`src/hw/rtl/dlrt_pkg.sv`:
```
package dlrt_pkg;

  // Largest payload one read may ask for; longer requests are clipped to it.
  localparam int MAX_PAYLOAD = 16;

  // Request frame length in bytes: command, count, address, length, checksum.
  localparam int TX_BYTES = 5;

  // Depth of the job queue between front and back, and of the result buffer.
  localparam int JQ_DEPTH  = 2;
  localparam int OUT_DEPTH = 4;

  // Configuration register reset value and register index.
  localparam logic [15:0] TIMEOUT_RESET     = 16'd200;
  localparam logic        REG_TIMEOUT_TICKS = 1'b0;

  // Input item types.
  localparam logic [1:0] REQ_START = 2'd0;
  localparam logic [1:0] REQ_BYTE  = 2'd1;
  localparam logic [1:0] REQ_TICK  = 2'd2;

  // Result kinds.
  localparam logic [1:0] KIND_TX      = 2'd0;
  localparam logic [1:0] KIND_STATUS  = 2'd1;
  localparam logic [1:0] KIND_PAYLOAD = 2'd2;

  // Completion status codes.
  localparam logic [1:0] ST_NONE    = 2'd0;
  localparam logic [1:0] ST_OK      = 2'd1;
  localparam logic [1:0] ST_TIMEOUT = 2'd2;
  localparam logic [1:0] ST_CSUM    = 2'd3;

  // Work handed from the front to the back.
  typedef enum logic {
    JOB_TX,
    JOB_REPLY
  } job_op_t;

  typedef struct packed {
    job_op_t                   op;
    logic [TX_BYTES-1:0][7:0]  bytes;
    logic [1:0]                status;
    logic [7:0]                count;
    logic [7:0]                to_total;
    logic [7:0]                cs_total;
  } job_t;

  // One result word.
  typedef struct packed {
    logic [1:0] kind;
    logic [7:0] data;
    logic [1:0] status;
    logic       last;
    logic [7:0] to_total;
    logic [7:0] cs_total;
  } res_t;

  // Back end sequencer states.
  typedef enum logic [1:0] {
    BK_IDLE,
    BK_TX,
    BK_STATUS,
    BK_PAYLOAD
  } bk_state_t;

endpackage

```
`src/hw/rtl/dlrt_job_fifo.sv`:
```
module dlrt_job_fifo (
  input  logic          clk,
  input  logic          rst_n,
  input  logic          wr_en,
  input  dlrt_pkg::job_t wr_job,
  output logic          full,
  input  logic          rd_en,
  output dlrt_pkg::job_t rd_job,
  output logic          empty
);

  localparam int PTR_W = (dlrt_pkg::JQ_DEPTH > 1) ? $clog2(dlrt_pkg::JQ_DEPTH) : 1;
  localparam int CNT_W = $clog2(dlrt_pkg::JQ_DEPTH + 1);

  dlrt_pkg::job_t    mem [dlrt_pkg::JQ_DEPTH];
  logic [PTR_W-1:0]  wptr_r, wptr_nxt;
  logic [PTR_W-1:0]  rptr_r, rptr_nxt;
  logic [CNT_W-1:0]  cnt_r, cnt_nxt;
  logic              do_wr;
  logic              do_rd;

  assign full   = (cnt_r == CNT_W'(dlrt_pkg::JQ_DEPTH));
  assign empty  = (cnt_r == '0);
  assign do_wr  = wr_en && !full;
  assign do_rd  = rd_en && !empty;
  assign rd_job = mem[rptr_r];

  // Pointer and fill count updates, wrapping at the queue depth.
  always_comb begin
    wptr_nxt = wptr_r;
    rptr_nxt = rptr_r;
    cnt_nxt  = cnt_r;
    if (do_wr) begin
      wptr_nxt = (wptr_r == PTR_W'(dlrt_pkg::JQ_DEPTH - 1)) ? '0 : wptr_r + PTR_W'(1);
    end
    if (do_rd) begin
      rptr_nxt = (rptr_r == PTR_W'(dlrt_pkg::JQ_DEPTH - 1)) ? '0 : rptr_r + PTR_W'(1);
    end
    if (do_wr && !do_rd) begin
      cnt_nxt = cnt_r + CNT_W'(1);
    end else if (do_rd && !do_wr) begin
      cnt_nxt = cnt_r - CNT_W'(1);
    end
  end

  always_ff @(posedge clk) begin
    if (!rst_n) begin
      wptr_r <= '0;
      rptr_r <= '0;
      cnt_r  <= '0;
    end else begin
      wptr_r <= wptr_nxt;
      rptr_r <= rptr_nxt;
      cnt_r  <= cnt_nxt;
    end
  end

  // Queue storage.
  always_ff @(posedge clk) begin
    if (do_wr) begin
      mem[wptr_r] <= wr_job;
    end
  end

endmodule

```
`src/hw/rtl/dlrt_front.sv`:
```
module dlrt_front #(
  parameter int MAX_PAYLOAD = dlrt_pkg::MAX_PAYLOAD,
  parameter int IDX_W       = $clog2(MAX_PAYLOAD + 3)
) (
  input  logic             clk,
  input  logic             rst_n,
  input  logic             push,
  output logic             full,
  input  logic [1:0]       in_req_type,
  input  logic [7:0]       in_command_code,
  input  logic [7:0]       in_send_count,
  input  logic [7:0]       in_address,
  input  logic [4:0]       in_read_length,
  input  logic [7:0]       in_rx_byte,
  input  logic [15:0]      timeout_ticks,
  output logic             jq_push,
  output dlrt_pkg::job_t   jq_job,
  input  logic             jq_full,
  input  logic             drain_done,
  input  logic [IDX_W-1:0] rd_addr,
  output logic [7:0]       rd_data
);

  localparam int STORE_DEPTH = MAX_PAYLOAD + 3;
  localparam int LEN_W       = $clog2(MAX_PAYLOAD + 1);

  logic             busy_r, busy_nxt;
  logic [LEN_W-1:0] exp_len_r, exp_len_nxt;
  logic [IDX_W-1:0] rcv_cnt_r, rcv_cnt_nxt;
  logic [7:0]       sum_r, sum_nxt;
  logic [15:0]      ticks_r, ticks_nxt;
  logic [7:0]       to_cnt_r, to_cnt_nxt;
  logic [7:0]       cs_cnt_r, cs_cnt_nxt;
  logic             drain_pend_r, drain_pend_nxt;
  logic [7:0]       store [STORE_DEPTH];
  logic [7:0]       rd_data_r;
  logic             store_we;
  logic             accept;
  logic [7:0]       len_ext;
  logic [7:0]       len_sat;
  logic [7:0]       req_crc;
  logic             last_byte;
  logic [7:0]       want;
  logic [15:0]      ticks_dec;

  // Hold off new words while the job queue is full or a payload is still
  // being read out of the reply buffer.
  assign full    = jq_full || drain_pend_r;
  assign accept  = push && !full;
  assign rd_data = rd_data_r;

  // Request length clipped to the payload limit, and the request checksum.
  assign len_ext   = {3'b000, in_read_length};
  assign len_sat   = (len_ext > 8'(MAX_PAYLOAD)) ? 8'(MAX_PAYLOAD) : len_ext;
  assign req_crc   = 8'hFF - (in_command_code + in_send_count + in_address + len_sat - 8'h01);

  // The reply is complete with its checksum byte, after header and payload.
  assign last_byte = (rcv_cnt_r == IDX_W'(exp_len_r) + IDX_W'(2));
  assign want      = 8'hFF - (sum_r - 8'h01);
  assign ticks_dec = (ticks_r != 16'd0) ? ticks_r - 16'd1 : 16'd0;

  // Classify the accepted word, update the exchange state and queue work.
  always_comb begin
    busy_nxt       = busy_r;
    exp_len_nxt    = exp_len_r;
    rcv_cnt_nxt    = rcv_cnt_r;
    sum_nxt        = sum_r;
    ticks_nxt      = ticks_r;
    to_cnt_nxt     = to_cnt_r;
    cs_cnt_nxt     = cs_cnt_r;
    drain_pend_nxt = drain_pend_r;
    store_we       = 1'b0;
    jq_push        = 1'b0;
    jq_job         = '0;
    jq_job.op      = dlrt_pkg::JOB_REPLY;
    jq_job.status  = dlrt_pkg::ST_NONE;

    if (drain_done) begin
      drain_pend_nxt = 1'b0;
    end

    if (accept) begin
      case (in_req_type)
        dlrt_pkg::REQ_START: begin
          if (!busy_r) begin
            jq_push         = 1'b1;
            jq_job.op       = dlrt_pkg::JOB_TX;
            jq_job.bytes[0] = in_command_code;
            jq_job.bytes[1] = in_send_count;
            jq_job.bytes[2] = in_address;
            jq_job.bytes[3] = len_sat;
            jq_job.bytes[4] = req_crc;
            busy_nxt        = 1'b1;
            exp_len_nxt     = len_sat[LEN_W-1:0];
            rcv_cnt_nxt     = '0;
            sum_nxt         = 8'h00;
            ticks_nxt       = timeout_ticks;
          end
        end
        dlrt_pkg::REQ_BYTE: begin
          if (busy_r) begin
            store_we = 1'b1;
            if (!last_byte) begin
              sum_nxt     = sum_r + in_rx_byte;
              rcv_cnt_nxt = rcv_cnt_r + IDX_W'(1);
            end else begin
              busy_nxt = 1'b0;
              jq_push  = 1'b1;
              if (want == in_rx_byte) begin
                jq_job.status  = dlrt_pkg::ST_OK;
                jq_job.count   = 8'(exp_len_r);
                drain_pend_nxt = (exp_len_r != '0);
              end else begin
                jq_job.status = dlrt_pkg::ST_CSUM;
                cs_cnt_nxt    = cs_cnt_r + 8'd1;
              end
            end
          end
        end
        dlrt_pkg::REQ_TICK: begin
          if (busy_r) begin
            ticks_nxt = ticks_dec;
            if (ticks_dec == 16'd0) begin
              busy_nxt      = 1'b0;
              to_cnt_nxt    = to_cnt_r + 8'd1;
              jq_push       = 1'b1;
              jq_job.status = dlrt_pkg::ST_TIMEOUT;
            end
          end
        end
        default: begin
        end
      endcase
    end

    jq_job.to_total = to_cnt_nxt;
    jq_job.cs_total = cs_cnt_nxt;
  end

  always_ff @(posedge clk) begin
    if (!rst_n) begin
      busy_r       <= 1'b0;
      exp_len_r    <= '0;
      rcv_cnt_r    <= '0;
      sum_r        <= 8'h00;
      ticks_r      <= 16'd0;
      to_cnt_r     <= 8'd0;
      cs_cnt_r     <= 8'd0;
      drain_pend_r <= 1'b0;
    end else begin
      busy_r       <= busy_nxt;
      exp_len_r    <= exp_len_nxt;
      rcv_cnt_r    <= rcv_cnt_nxt;
      sum_r        <= sum_nxt;
      ticks_r      <= ticks_nxt;
      to_cnt_r     <= to_cnt_nxt;
      cs_cnt_r     <= cs_cnt_nxt;
      drain_pend_r <= drain_pend_nxt;
    end
  end

  // Reply buffer: one write port for received words, one registered read
  // port for the back end.
  always_ff @(posedge clk) begin
    if (store_we) begin
      store[rcv_cnt_r] <= in_rx_byte;
    end
    rd_data_r <= store[rd_addr];
  end

endmodule

```
`src/hw/rtl/dlrt_back.sv`:
```
module dlrt_back #(
  parameter int MAX_PAYLOAD = dlrt_pkg::MAX_PAYLOAD,
  parameter int IDX_W       = $clog2(MAX_PAYLOAD + 3)
) (
  input  logic             clk,
  input  logic             rst_n,
  input  logic             jq_empty,
  input  dlrt_pkg::job_t   jq_job,
  output logic             jq_pop,
  output logic [IDX_W-1:0] rd_addr,
  input  logic [7:0]       rd_data,
  output logic             drain_done,
  output logic             empty,
  input  logic             pop,
  output logic [1:0]       out_kind,
  output logic [7:0]       out_data_byte,
  output logic [1:0]       out_status,
  output logic             out_last,
  output logic [7:0]       out_timeout_total,
  output logic [7:0]       out_checksum_fail_total
);

  localparam int TXI_W  = $clog2(dlrt_pkg::TX_BYTES);
  localparam int OPTR_W = (dlrt_pkg::OUT_DEPTH > 1) ? $clog2(dlrt_pkg::OUT_DEPTH) : 1;
  localparam int OCNT_W = $clog2(dlrt_pkg::OUT_DEPTH + 1);
  localparam int SUM_W  = OCNT_W + 1;

  dlrt_pkg::bk_state_t st_r, st_nxt;
  dlrt_pkg::job_t      job_r, job_nxt;
  logic [7:0]          idx_r, idx_nxt;
  logic [7:0]          idx_plus2;
  logic                s1_valid_r, s1_valid_nxt;
  logic                s1_mem_r, s1_mem_nxt;
  dlrt_pkg::res_t      s1_res_r, s1_res_nxt;
  dlrt_pkg::res_t      wr_res;
  dlrt_pkg::res_t      omem [dlrt_pkg::OUT_DEPTH];
  dlrt_pkg::res_t      head;
  logic [OPTR_W-1:0]   owptr_r, owptr_nxt;
  logic [OPTR_W-1:0]   orptr_r, orptr_nxt;
  logic [OCNT_W-1:0]   ocnt_r, ocnt_nxt;
  logic                can_issue;
  logic                pay_last;
  logic                pop_ok;

  // Issue only when the result buffer has room for this word as well as
  // the one already in flight.
  assign can_issue = (SUM_W'(ocnt_r) + SUM_W'(s1_valid_r)) < SUM_W'(dlrt_pkg::OUT_DEPTH);
  assign idx_plus2 = idx_r + 8'd2;
  assign rd_addr   = idx_plus2[IDX_W-1:0];
  assign pay_last  = (idx_r == job_r.count - 8'd1);

  // Sequencer that expands a job into result words, one per cycle while the result buffer has room.
  always_comb begin
    st_nxt       = st_r;
    job_nxt      = job_r;
    idx_nxt      = idx_r;
    s1_valid_nxt = 1'b0;
    s1_mem_nxt   = 1'b0;
    s1_res_nxt   = s1_res_r;
    jq_pop       = 1'b0;
    drain_done   = 1'b0;

    case (st_r)
      dlrt_pkg::BK_IDLE: begin
        if (!jq_empty) begin
          jq_pop  = 1'b1;
          job_nxt = jq_job;
          idx_nxt = 8'd0;
          st_nxt  = (jq_job.op == dlrt_pkg::JOB_TX) ? dlrt_pkg::BK_TX : dlrt_pkg::BK_STATUS;
        end
      end
      dlrt_pkg::BK_TX: begin
        if (can_issue) begin
          s1_valid_nxt        = 1'b1;
          s1_res_nxt.kind     = dlrt_pkg::KIND_TX;
          s1_res_nxt.data     = job_r.bytes[idx_r[TXI_W-1:0]];
          s1_res_nxt.status   = dlrt_pkg::ST_NONE;
          s1_res_nxt.last     = (idx_r == 8'(dlrt_pkg::TX_BYTES - 1));
          s1_res_nxt.to_total = job_r.to_total;
          s1_res_nxt.cs_total = job_r.cs_total;
          idx_nxt             = idx_r + 8'd1;
          if (idx_r == 8'(dlrt_pkg::TX_BYTES - 1)) begin
            st_nxt = dlrt_pkg::BK_IDLE;
          end
        end
      end
      dlrt_pkg::BK_STATUS: begin
        if (can_issue) begin
          s1_valid_nxt        = 1'b1;
          s1_res_nxt.kind     = dlrt_pkg::KIND_STATUS;
          s1_res_nxt.data     = 8'h00;
          s1_res_nxt.status   = job_r.status;
          s1_res_nxt.last     = (job_r.count == 8'd0);
          s1_res_nxt.to_total = job_r.to_total;
          s1_res_nxt.cs_total = job_r.cs_total;
          idx_nxt             = 8'd0;
          st_nxt = (job_r.count == 8'd0) ? dlrt_pkg::BK_IDLE : dlrt_pkg::BK_PAYLOAD;
        end
      end
      dlrt_pkg::BK_PAYLOAD: begin
        if (can_issue) begin
          s1_valid_nxt        = 1'b1;
          s1_mem_nxt          = 1'b1;
          s1_res_nxt.kind     = dlrt_pkg::KIND_PAYLOAD;
          s1_res_nxt.data     = 8'h00;
          s1_res_nxt.status   = dlrt_pkg::ST_NONE;
          s1_res_nxt.last     = pay_last;
          s1_res_nxt.to_total = job_r.to_total;
          s1_res_nxt.cs_total = job_r.cs_total;
          idx_nxt             = idx_r + 8'd1;
          if (pay_last) begin
            drain_done = 1'b1;
            st_nxt     = dlrt_pkg::BK_IDLE;
          end
        end
      end
      default: begin
        st_nxt = dlrt_pkg::BK_IDLE;
      end
    endcase
  end

  always_ff @(posedge clk) begin
    if (!rst_n) begin
      st_r       <= dlrt_pkg::BK_IDLE;
      idx_r      <= 8'd0;
      s1_valid_r <= 1'b0;
      s1_mem_r   <= 1'b0;
    end else begin
      st_r       <= st_nxt;
      idx_r      <= idx_nxt;
      s1_valid_r <= s1_valid_nxt;
      s1_mem_r   <= s1_mem_nxt;
    end
  end

  always_ff @(posedge clk) begin
    job_r    <= job_nxt;
    s1_res_r <= s1_res_nxt;
  end

  // Payload words pick up their byte from the buffer read issued in the previous cycle.
  always_comb begin
    wr_res = s1_res_r;
    if (s1_mem_r) begin
      wr_res.data = rd_data;
    end
  end

  // Result buffer toward the consumer.
  assign empty  = (ocnt_r == '0);
  assign pop_ok = pop && !empty;
  assign head   = omem[orptr_r];

  assign out_kind                = head.kind;
  assign out_data_byte           = head.data;
  assign out_status              = head.status;
  assign out_last                = head.last;
  assign out_timeout_total       = head.to_total;
  assign out_checksum_fail_total = head.cs_total;

  always_comb begin
    owptr_nxt = owptr_r;
    orptr_nxt = orptr_r;
    ocnt_nxt  = ocnt_r;
    if (s1_valid_r) begin
      owptr_nxt = (owptr_r == OPTR_W'(dlrt_pkg::OUT_DEPTH - 1)) ? '0 : owptr_r + OPTR_W'(1);
    end
    if (pop_ok) begin
      orptr_nxt = (orptr_r == OPTR_W'(dlrt_pkg::OUT_DEPTH - 1)) ? '0 : orptr_r + OPTR_W'(1);
    end
    if (s1_valid_r && !pop_ok) begin
      ocnt_nxt = ocnt_r + OCNT_W'(1);
    end else if (pop_ok && !s1_valid_r) begin
      ocnt_nxt = ocnt_r - OCNT_W'(1);
    end
  end

  always_ff @(posedge clk) begin
    if (!rst_n) begin
      owptr_r <= '0;
      orptr_r <= '0;
      ocnt_r  <= '0;
    end else begin
      owptr_r <= owptr_nxt;
      orptr_r <= orptr_nxt;
      ocnt_r  <= ocnt_nxt;
    end
  end

  always_ff @(posedge clk) begin
    if (s1_valid_r) begin
      omem[owptr_r] <= wr_res;
    end
  end

`ifndef SYNTHESIS
  // A word in flight always finds room in the result buffer.
  a_no_overflow: assert property (@(posedge clk) disable iff (!rst_n)
    s1_valid_r |-> (ocnt_r < OCNT_W'(dlrt_pkg::OUT_DEPTH)))
    else $error("result buffer overflow");

  // The final payload word ends the job.
  a_payload_end: assert property (@(posedge clk) disable iff (!rst_n)
    (st_r == dlrt_pkg::BK_PAYLOAD && can_issue && pay_last) |=> (st_r == dlrt_pkg::BK_IDLE))
    else $error("payload sequence did not end");

  // A popped job starts either a request frame or a completion.
  a_job_start: assert property (@(posedge clk) disable iff (!rst_n)
    jq_pop |=> (st_r == dlrt_pkg::BK_TX || st_r == dlrt_pkg::BK_STATUS))
    else $error("popped job not started");

  // A buffer read is only tagged onto a payload word.
  a_mem_kind: assert property (@(posedge clk) disable iff (!rst_n)
    (s1_valid_r && s1_mem_r) |-> (s1_res_r.kind == dlrt_pkg::KIND_PAYLOAD))
    else $error("buffer read on a non-payload word");
`endif

endmodule

```
`src/hw/rtl/diag_link_read_transaction.sv`:
```
// Master side of a single-wire diagnostic read exchange. The front end takes
// one input word per clock while it does not report full (start, received
// byte or millisecond tick), keeps the exchange state and reply buffer, and
// queues jobs; the back end pops a job and then turns it into result words
// at one word per clock while its four-entry result buffer has room. A start
// yields its five request bytes as result words, and a good reply of N
// payload bytes a status word and N payload words. While a good reply's
// payload is being read out of the buffer the input reports full, since the
// reply buffer has a single read port, until the back end issues the last
// payload word; this waits while it is still emitting the request frame or
// the output stalls. Sustained rate is set by the back end's sequencer.
// timeout_ticks lives at byte address 0 and resets to 200.
module diag_link_read_transaction #(
  parameter int MAX_PAYLOAD = dlrt_pkg::MAX_PAYLOAD
) (
  input  logic        clk,
  input  logic        rst_n,
  // Input word channel.
  input  logic        push,
  output logic        full,
  input  logic [1:0]  in_req_type,
  input  logic [7:0]  in_command_code,
  input  logic [7:0]  in_send_count,
  input  logic [7:0]  in_address,
  input  logic [4:0]  in_read_length,
  input  logic [7:0]  in_rx_byte,
  // Result word channel.
  output logic        empty,
  input  logic        pop,
  output logic [1:0]  out_kind,
  output logic [7:0]  out_data_byte,
  output logic [1:0]  out_status,
  output logic        out_last,
  output logic [7:0]  out_timeout_total,
  output logic [7:0]  out_checksum_fail_total,
  // Configuration port.
  input  logic        psel,
  input  logic        penable,
  input  logic        pwrite,
  input  logic [2:0]  paddr,
  input  logic [31:0] pwdata,
  output logic [31:0] prdata,
  output logic        pready
);

  localparam int IDX_W = $clog2(MAX_PAYLOAD + 3);

  logic [15:0]      timeout_ticks_r, timeout_ticks_nxt;
  logic             cfg_wr;
  logic             jq_push;
  dlrt_pkg::job_t   jq_wr_job;
  logic             jq_full;
  logic             jq_pop;
  dlrt_pkg::job_t   jq_rd_job;
  logic             jq_empty;
  logic             drain_done;
  logic [IDX_W-1:0] rd_addr;
  logic [7:0]       rd_data;

  // Configuration register.
  assign pready = 1'b1;
  assign cfg_wr = psel && penable && pwrite && pready && (paddr[2] == dlrt_pkg::REG_TIMEOUT_TICKS);
  assign prdata = (paddr[2] == dlrt_pkg::REG_TIMEOUT_TICKS) ? {16'h0000, timeout_ticks_r} : 32'h0;

  always_comb begin
    timeout_ticks_nxt = timeout_ticks_r;
    if (cfg_wr) begin
      timeout_ticks_nxt = pwdata[15:0];
    end
  end

  always_ff @(posedge clk) begin
    if (!rst_n) begin
      timeout_ticks_r <= dlrt_pkg::TIMEOUT_RESET;
    end else begin
      timeout_ticks_r <= timeout_ticks_nxt;
    end
  end

  // Front end: classifies words and tracks the exchange.
  dlrt_front #(
    .MAX_PAYLOAD (MAX_PAYLOAD),
    .IDX_W       (IDX_W)
  ) u_front (
    .clk             (clk),
    .rst_n           (rst_n),
    .push            (push),
    .full            (full),
    .in_req_type     (in_req_type),
    .in_command_code (in_command_code),
    .in_send_count   (in_send_count),
    .in_address      (in_address),
    .in_read_length  (in_read_length),
    .in_rx_byte      (in_rx_byte),
    .timeout_ticks   (timeout_ticks_r),
    .jq_push         (jq_push),
    .jq_job          (jq_wr_job),
    .jq_full         (jq_full),
    .drain_done      (drain_done),
    .rd_addr         (rd_addr),
    .rd_data         (rd_data)
  );

  // Job queue between the two halves.
  dlrt_job_fifo u_job_fifo (
    .clk    (clk),
    .rst_n  (rst_n),
    .wr_en  (jq_push),
    .wr_job (jq_wr_job),
    .full   (jq_full),
    .rd_en  (jq_pop),
    .rd_job (jq_rd_job),
    .empty  (jq_empty)
  );

  // Back end: emits result words.
  dlrt_back #(
    .MAX_PAYLOAD (MAX_PAYLOAD),
    .IDX_W       (IDX_W)
  ) u_back (
    .clk                     (clk),
    .rst_n                   (rst_n),
    .jq_empty                (jq_empty),
    .jq_job                  (jq_rd_job),
    .jq_pop                  (jq_pop),
    .rd_addr                 (rd_addr),
    .rd_data                 (rd_data),
    .drain_done              (drain_done),
    .empty                   (empty),
    .pop                     (pop),
    .out_kind                (out_kind),
    .out_data_byte           (out_data_byte),
    .out_status              (out_status),
    .out_last                (out_last),
    .out_timeout_total       (out_timeout_total),
    .out_checksum_fail_total (out_checksum_fail_total)
  );

endmodule
```
`config.mk`:
```
export PLATFORM = sky130hd
export DESIGN_NAME = diag_link_read_transaction
export DESIGN_NICKNAME = d
export VERILOG_FILES = /design/src/hw/rtl/dlrt_pkg.sv /design/src/hw/rtl/dlrt_job_fifo.sv /design/src/hw/rtl/dlrt_front.sv /design/src/hw/rtl/dlrt_back.sv /design/src/hw/rtl/diag_link_read_transaction.sv
export SDC_FILE = /design/constraint.sdc
export NUM_CORES = 1
export LEC_CHECK = 0
export BUFFER_PORTS_ARGS = -buffer_cell sky130_fd_sc_hd__buf_4
export CAP_MARGIN = 20
export CORE_ASPECT_RATIO = 1.25
export CORE_MARGIN = 4
export CORE_UTILIZATION = 60
export DETAILED_ROUTE_END_ITERATION = 10
export GPL_TIMING_DRIVEN = 1
export PLACE_DENSITY_LB_ADDON = 0.25
export REMOVE_ABC_BUFFERS = 1
export SYNTH_ARGS = -nofsm -noshare
export SYNTH_HDL_FRONTEND = slang
export SYNTH_SLANG_ARGS = --single-unit
```
`constraint.sdc`:
```
create_clock -name clk -period 6.83 [get_ports clk]
set_input_delay 1.366 -clock clk [delete_from_list [all_inputs] [get_ports clk]]
set_output_delay 1.366 -clock clk [all_outputs]
set_load 0.02 [all_outputs]
```
Yosys cells after proc, flatten, opt, wreduce, memory -nomap -nowiden:

Memory sizes are Yosys's and may differ from the RTL's. A register that Yosys moved wholly into a read port is not among the register bits.
Cells that the tools add are included.

* bits in registers: 186
* RAM bits: 402
* input port bits: 81
* output and inout port bits: 64
* word-level logic and storage cells: 236
* memories kept: 3

Memories
* u_front.store: depth 19, width 8, rd ports 1, clocked after memory_dff 1, wr ports 1, RTL line dlrt_front.sv:35 `logic [7:0] store [STORE_DEPTH];`
* u_job_fifo.mem: depth 2, width 67, rd ports 1, clocked after memory_dff 1, wr ports 1, RTL line dlrt_job_fifo.sv:15 `dlrt_pkg::job_t mem [dlrt_pkg::JQ_DEPTH];`
* u_back.omem: depth 4, width 29, rd ports 1, clocked after memory_dff 1, wr ports 1, RTL line dlrt_back.sv:36 `dlrt_pkg::res_t omem [dlrt_pkg::OUT_DEPTH];`

* add/sub/neg operators: 25
* magnitude comparators: 3
* equality and inequality tests: 23
* muxes and demuxes: 99
* bitwise operators: 3
* reductions and logical operators: 46

Operators by type and width (number)
* two-way mux 8 bit: 18
* two-way mux 29 bit: 3
* case mux 29 bit (3 select lines): 1
* two-way mux 41 bit: 2
* two-way mux 16 bit: 4
* two-way mux 51 bit: 1
* two-way mux 1 bit: 35
* two-way mux 2 bit: 17
* adder 8 bit: 4
* case mux 16 bit (2 select lines): 1
* two-way mux 5 bit: 5
* adder 8 x 1 -> 8 bit (second input constant): 3
* binary-select mux 8 bit (select 3 bit): 1
* case mux 8 bit (3 select lines): 1
* subtractor 8 x 1 -> 8 bit (second input constant): 3
* two-way mux 10 bit: 2
* equality test 8 bit: 2
* zero test 16 bit: 1
* inequality test 2 x 1 -> 1 bit (second input constant): 8
* case mux 8 bit (2 select lines): 1
* nonzero test 16 bit: 1
* subtractor 16 x 1 -> 16 bit (second input constant): 1
* subtractor 8 bit (first input constant): 2
* equality test 2 bit (second input constant): 6
* other kinds (37): 76

Depth between registers and ports, before layout:

Gate-level depths: netlist of the first run.

* depth in word-level cells: 12
* gate-level depth with buffers: 15

Cells and area by module:

Synthesis of the first run repeated with hierarchy kept, for this count alone.

* cell total of the unflattened synthesis: 1630
* area, all modules: 25395.6 µm²

Modules (own cells, without submodules)
* dlrt_front: times used 1, cells an instance 838, area each 10597.7 µm², seq. area each 5765.5 µm²
* dlrt_back: times used 1, cells an instance 453, area each 8807.2 µm², seq. area each 6756.5 µm²
* dlrt_job_fifo: times used 1, cells an instance 233, area each 5068.6 µm², seq. area each 4124.0 µm²
* diag_link_read_transaction: times used 1, cells an instance 106, area each 922.1 µm², seq. area each 320.3 µm²

Worst setup path after synthesis of the first run:

No wires, ideal clock.

* kind: input to register
* start point: input port in_req_type[0]
* end point: memory u_job_fifo.mem[0][0] in the netlist's numbering (enable)
* library setup time: 0.480 ns
* data arrival time: 4.941 ns
* data required time: 6.350 ns
* path slack: 1.409 ns
* cell stages on the path: 8
* path buffers: 0
* cells stage by stage: inv_1 -> ha_1 -> o21ai_0 -> mux2i_1 -> o2111ai_2 -> o21ai_1 -> o21ai_2 -> nor2_1

* cells in the longest elaborated chain, start to end: 6
* elaborated cells on any way between the ends: 8
* classes of those cells: eq/ne (2); mux (4); reduce/logical (2)

RTL lines
* start, declared: RTL line diag_link_read_transaction.sv:21 `input logic [1:0] in_req_type,`
* equality test 2 bit (tied with other cells): RTL line dlrt_front.sv:83 `case (in_req_type)`
* case mux 1 bit (3 select lines) (*): RTL line dlrt_front.sv:83
* two-way mux 1 bit (*): RTL line dlrt_front.sv:82 `if (accept) begin`
* logical AND 1 bit (*): RTL line dlrt_job_fifo.sv:24 `assign do_wr = wr_en && !full;`
* two-way mux 1 bit (*): RTL line dlrt_job_fifo.sv:60 `if (do_wr) begin`
* two-way mux 1 bit (not written as such) (*): RTL line dlrt_job_fifo.sv:61 `mem[wptr_r] <= wr_job;`
* end, declared: RTL line dlrt_job_fifo.sv:15

Every way passes the cells marked *; elsewhere a longest branch is shown, timed or not.

Worst setup path after layout of the first run:

* start point: input port in_req_type[0]
* end point: memory u_job_fifo.mem[1][15] in the netlist's numbering (enable)

Same word-level chain as after synthesis.

==> results of run 1 <==
## power by group through the flow
stage | Sequential [mW] | Clock [mW] | Combinational (mW)
finish | 4.52 | 2.85 | 1.84
global route | 4.55 | 3.04 | 2.00
CTS | 4.61 | 2.89 | 1.75
detailed placement | 4.68 | 0 | 1.73
global placement | 4.65 | 0 | 1.69
floorplan | 4.61 | 0 | 1.17
## worst register-to-register path: stages (launching register included)
cell and delay, ps:
dfxtp_1 340, inv_1 90, ha_1 220, or4b_4 540, nor4_1 370, mux2i_1 340
o2111ai_2 240, o21ai_1 240, o21ai_2 140, nor2_4 650, buf_4 500
## state kept, by name (all words and copies together), names as in the netlist, 16 cells and up, named ones only
| signal | count |
|---|---|
| u_front.store | 152 |
| u_job_fifo.mem | 122 |
| u_back.omem | 116 |
| u_back.job_r | 60 |
| u_back.s1_res_r | 29 |
| timeout_ticks_r | 16 |
| u_front.ticks_r | 16 |
## metrics by stage
step,hold WS [ps],instance area [µm²],setup slack [ps],power (mW),instances
6_report,414,27500,2610,9.20,2319
5_1_grt,430,27500,2330,9.59,2319
4_1_cts,415,27400,2550,9.24,2316
3_5_place_dp,415,25700,1950,6.40,2216
3_3_place_gp,406,25700,2060,6.34,2216
2_1_floorplan,400,24100,979,5.78,1549
## synthesized netlist by cell type, types with 9 or more instances
library cell / instances
nor2_1: 124
xnor2_1: 35
nand2_1: 104
mux4_2: 74
clkbuf_1: 56
mux2i_1: 27
and3_1: 33
a21oi_1: 55
a21o_1: 10
mux2_2: 70
o21ai_0: 40
fa_1: 14
nor4_1: 10
nor2b_1: 13
buf_1: 9
nand2b_1: 15
xor2_1: 33
buf_4: 17
inv_1: 63
and2_1: 22
ha_1: 46
a22oi_1: 18
nand4_1: 10
dfxtp_1: 102
nor3_1: 23
edfxtp_1: 479
nand3_1: 25
## kinds of logic (layout without fill, tap and decap cells)
kind of cell | Yosys count | after routing | synth area share [%]
adders and majority gates | 60 | 60 | 3.50
xor gates and xnor gates | 69 | 69 | 2.53
DFF | 581 | 581 | 67.1
other | 2 | 17 | 0.0307
AOI/OAI and AO/OA | 167 | 167 | 4.39
and+or+nand+nor | 416 | 416 | 8.45
muxes | 173 | 173 | 11.2
buffers and inverters | 155 | 290 | 2.73
## path summary, 6_finish.rpt
kind	slack, ps	cells past startpoint	end
max	2610	10	u_job_fifo.mem[1][15]
min	410	0	u_back.s1_res_r[1]
max reg2reg	2810	10	u_job_fifo.mem[1][15]
min reg2reg	410	0	u_back.s1_res_r[1]
## per-layer routing
metal,wire length [µm],vias up,global-route usage (%),share of wire (%)
met5,0,-,0,0
met4,1080,0,5.79,2.3
met3,2200,77,2.84,4.6
met2,24400,383,38.0,51
met1,19900,6744,28.9,42
li1,-,6265,-,-
## cell type report
type                    count  share of cell area (%)
well taps                 546                    2.49
clock buffers              77                    5.60
inverters                  66                   0.902
repair buffers            124                    3.51
flip-flops and latches    581                    59.8
multi-input cells         902                    27.1
clock inverters            23                   0.569
==> flow_summary.toml, run 1 <==
[outcome]
status = "finished clean"

[worst_setup_path]
path_class = "in2reg"
crit_slowest_cell = "ha_1"
cp_max_fo = 27
worstPathRequired_ps = 7070
cp_common_cell = "buf_4"
path_cells = "buf_4, inv_1, ha_1, o21ai_0, mux2i_1, o2111ai_2, o21ai_1, o21ai_2, nor2_4, buf_4"
arrival_ps = 4460
path_delay_family = "compound AO/OA/AOI/OAI gates"
slowest_delay_ps = 670
cp-startpoint = "in_req_type[0]"
rr_startpoint = "u_front.ticks_r[0]"
crit_path_end_kind = "flop"
start_kind = "primary input"
critical_path_buf_inv_count = 3

[drt]
dr.first_iter.drc_count = 1140
first_pass_iters = 5
vias = 13500
viasPerCell = 5.81
routedWlPerCell_um = 20.5
drt_wl_total_mm = 47.6
drc_errors = 0
ant_nets = 0

[layout]
multiInputGateArea_um2 = 7460
layout_commonest_cell = "edfxtp_1"
final_nets = 1869
final_cell_mix = "edfxtp_1 (479), nor2_1 (122), buf_4 (122), nand2_1 (104), dfxtp_1 (97)"
sequential_cell_area_um2 = 16400
area_delta_synth_final_pct = 12.3
drive_gt1_share_pct = 21.7
num_antenna_cells = 0
final_util_pct = 68.3
fillers = 2783

[place]
port_buffers = 109
gp_congestion = 0.842
post-dp-hpwl_mm = 29.9

[clocking]
cts_buffers = 53
ctsHoldBuffers = 0
path_clk_slew_ps = 60
h-tree-depth = 2
clk_latency_ps = 600
clock_sinks = 581
cts_resized = 0
clock_path_buffers = 3
postCtsSetupBuffers = 0
cts_tree = "yes"
root_buffer = "clkbuf_16"

[yosys]
synthesis.area_um2 = 24500
ys_types = 79
synth_top_area_cell = "edfxtp_1"
synthCells = 1623
synth_edf_count = 479
ys_seq_area_share_pct = 67.1
synth_top_area_share_pct = 58.8
yosysWarnings = 0
ys.flop_type = "edfxtp_1"
syn_area_per_cell_um2 = 15.1
ys_seq_elements = 581
async_flop_share_pct = 0
synth_area_leaders = "edfxtp_1 (59%), dfxtp_1 (8.3%), mux4_2 (6.8%), mux2_2 (3.2%), ha_1 (2.4%)"

[timing]
period_share_pct = 61.7
fmax_mhz = 237
setup_tns_ps = 0
max_slew_margin_pct = 27.7
min_period_ps = 4220
hold_viol = 0
worst_pin_slew_ps = 1080
finalSetupViolations = 0
rsz0062_at_grt = "false"
maxSlewViolCount = 0
finClkSkew_ps = 33.1

[worst_hold_path]
min_from = "u_back.job_r[1]"
hold_class = "reg2reg"

[die]
rows = 82
core_area_um2 = 40200
initial_utilization_pct = 60.8
dieArea_um2 = 44100
die_w_um = 189
io_pins = 145
dieHeight_um = 234

[global_route]
grt.overflow.total = 0
grt_pass1_wl_mm = 75.4
grt_antenna_before_repair = 0
grt_usage_pct = 21.6
grt_pass1_vias = 13700
grt_max_degree = 62

[pwr]
pwr-share-comb_pct = 20.0
seq_power_share_pct = 49.1
p_leak_nw = 9.73
ir_drop_uv = 227
p_sw_share_pct = 27.4
clkPwrFrac_pct = 30.9
p_sw_mw = 2.52
p_int_mw = 6.68
power_density_nw_per_um2 = 335

[flow_run]
timing.max_cap.violations = 0
No activity file was read; power rests on OpenSTA's default activity.
==> run 2, diff against run 1 <==
Settings changed: ABC_AREA from default to 1.
Clock period 6.83 ns to 4 ns, I/O delays scaled along.
==> flow_summary.toml, run 2 <==
[global_route]
grt_antenna_before_repair = 0
grt_max_degree = 90
grt_pass1_vias = 16100
grt_usage_pct = 22.3
grt_pass1_wl_mm = 80.8
grt.overflow.total = 0

[timing]
fmax_mhz = 275
hold_viol = 0
worst_pin_slew_ps = 1030
rsz0062_at_grt = "false"
finClkSkew_ps = 33.9
max_slew_margin_pct = 31.2
finalSetupViolations = 0
maxSlewViolCount = 0
period_share_pct = 91.0
min_period_ps = 3640

[outcome]
status = "finished clean"

[yosys]
synthCells = 2154
syn_area_per_cell_um2 = 11.5
ys_seq_area_share_pct = 66.3
ys_seq_elements = 581
yosysWarnings = 0
synth_edf_count = 479
ys_types = 47
synth_top_area_cell = "edfxtp_1"
synth_area_leaders = "edfxtp_1 (58%), dfxtp_1 (8.2%), nor2_1 (5.1%), o21ai_0 (3.9%), nand2_1 (3.2%)"
ys_top_cells_by_count = "edfxtp_1 (479), nor2_1 (338), nand2_1 (211), inv_1 (201), o21ai_0 (192)"
synth_most_common_cell = "edfxtp_1"
ys.flop_type = "edfxtp_1"
async_flop_share_pct = 0
synth_top_area_share_pct = 58.0
synthesis.area_um2 = 24800

[clocking]
cts_tree = "yes"
h-tree-depth = 2
clock_path_buffers = 3
cts_buffers = 53
ctsHoldBuffers = 0
root_buffer = "clkbuf_16"
clock_sinks = 581
path_clk_slew_ps = 70
clk_latency_ps = 600
postCtsSetupBuffers = 0
cts_resized = 0

[die]
dieHeight_um = 235
rows = 83
io_pins = 145
initial_utilization_pct = 60.6
core_area_um2 = 40900
die_w_um = 190
dieArea_um2 = 44700

[worst_setup_path]
cp_max_fo = 3
rr_startpoint = "u_front.ticks_r[0]"
slowest_delay_ps = 520
worstPathRequired_ps = 4410
cp_common_cell = "inv_1"
arrival_ps = 4050
crit_slowest_cell = "fa_1"
start_kind = "primary input"
path_class = "in2reg"
crit_path_end_kind = "flop"
cp-startpoint = "in_read_length[1]"
path_cells = "buf_4, nor3_1, a21oi_1, inv_1, nand2_1, inv_1, fa_1, fa_1, fa_1, inv_1, ha_1, inv_1, nor2_1, a211oi_1, o21ai_0, a21oi_1, o21ai_0, a21oi_1"

[layout]
final_cell_mix = "edfxtp_1 (479), nor2_1 (336), nand2_1 (211), inv_1 (199), o21ai_0 (192)"
top_register = "u_front.store"
reg_top3 = "u_front.store: 152 flops, u_job_fifo.mem: 122 flops, u_back.omem: 116 flops"
final_util_pct = 68.3
drive_gt1_share_pct = 14.4
final_cell_area_um2 = 27900
layout_commonest_cell = "edfxtp_1"
fillers = 2936
instances_no_fill = 2860
largest_reg_flops = 152
final_nets = 2404
area_delta_synth_final_pct = 12.7
num_antenna_cells = 0

[drt]
first_pass_iters = 5
ant_nets = 0
viasPerCell = 5.61
vias = 16000
routedWlPerCell_um = 17.8
drt_wl_total_mm = 50.9
drc_errors = 0
dr.first_iter.drc_count = 1224

[place]
placed_area_um2 = 26200
gp_congestion = 0.858
numPlacedInstances = 2760
post-dp-hpwl_mm = 32.5
port_buffers = 109

[flow_run]
timing.max_cap.violations = 0

[pwr]
power_density_nw_per_um2 = 624
ir_drop_uv = 454
p_leak_nw = 10.5

[worst_hold_path]
min_from = "u_back.job_r[14]"
hold_class = "reg2reg"
[run 2: cell count changes after synthesis, moves of 31 or more]
cell      delta
o21ai_0    +152
inv_1      +138
nand2_1    +107
nand3_1     +36
o22ai_1     +32
clkbuf_1    +31
mux4_2      -74
a21oi_1     +48
nor2_1     +214
[run 2: critical path: cells and delay by family]
family / cells / cell delay, ps
AND/OR/NAND/NOR: 3 / 310
AO/OA/AOI/OAI: 6 / 940
adder cells (fa/ha/maj): 4 / 1600
buffers and inverters: 5 / 400
[run 2: path summary, 6_finish.rpt]
kind                           endpoint  slack [ps]  cells past startpoint
setup / recovery  u_job_fifo.mem[0][65]         360                     18
hold / removal      u_back.s1_res_r[14]         420                      0
setup reg to reg    u_job_fifo.cnt_r[1]         720                     19
hold reg to reg     u_back.s1_res_r[14]         420                      0
[run 2: logic make-up (layout without fill, tap and decap cells)]
logic type,after synthesis,in the layout,synth area share [%]
AOI/OAI and AO/OA,406,406,9.35
xor gates and xnor gates,36,36,1.27
adders and majority gates,60,60,3.45
buffers and inverters,316,455,5.09
DFF,581,581,66.3
muxes,69,69,3.13
other,2,17,0.0303
and+or+nand+nor,684,684,11.4
[run 2: cell type report]
cell class / instances / area, µm² / share of cell area (%)
clock buffer: 75 / 1480 / 5.30
clock inverter: 25 / 244 / 0.873
inverter: 205 / 769 / 2.75
multi-input combinational: 1272 / 7180 / 25.7
sequential: 581 / 16400 / 58.8
tap: 552 / 691 / 2.47
timing repair buffer: 150 / 1150 / 4.12
[run 2: metrics by stage]
step / worst slack [ps] / TNS, ps / power [mW] / hold WS [ps]
after global routing: 68.9 / 0 / 18.3 / 430
after CTS: 367 / 0 / 17.5 / 409
after detailed placement: -206 / -820 / 12.6 / 406
after global placement: -135 / -529 / 12.5 / 402
final: 360 / 0 / 17.4 / 418
after floorplan: -1090 / -88170 / 10.9 / 400
[run 2: where the power goes]
group	switching, mW	internal (mW)
Clock	2.17	2.80
Sequential	0.369	7.57
Combinational	3.00	1.54
[run 2: layer usage]
| layer | global-route usage [%] | share of wire, % | up-vias |
|---|---|---|---|
| li1 | - | - | 7718 |
| met1 | 28.2 | 40 | 7763 |
| met2 | 40.5 | 52 | 470 |
| met3 | 3.00 | 5.3 | 87 |
| met4 | 6.32 | 2.3 | 0 |
| met5 | 0 | 0 | - |
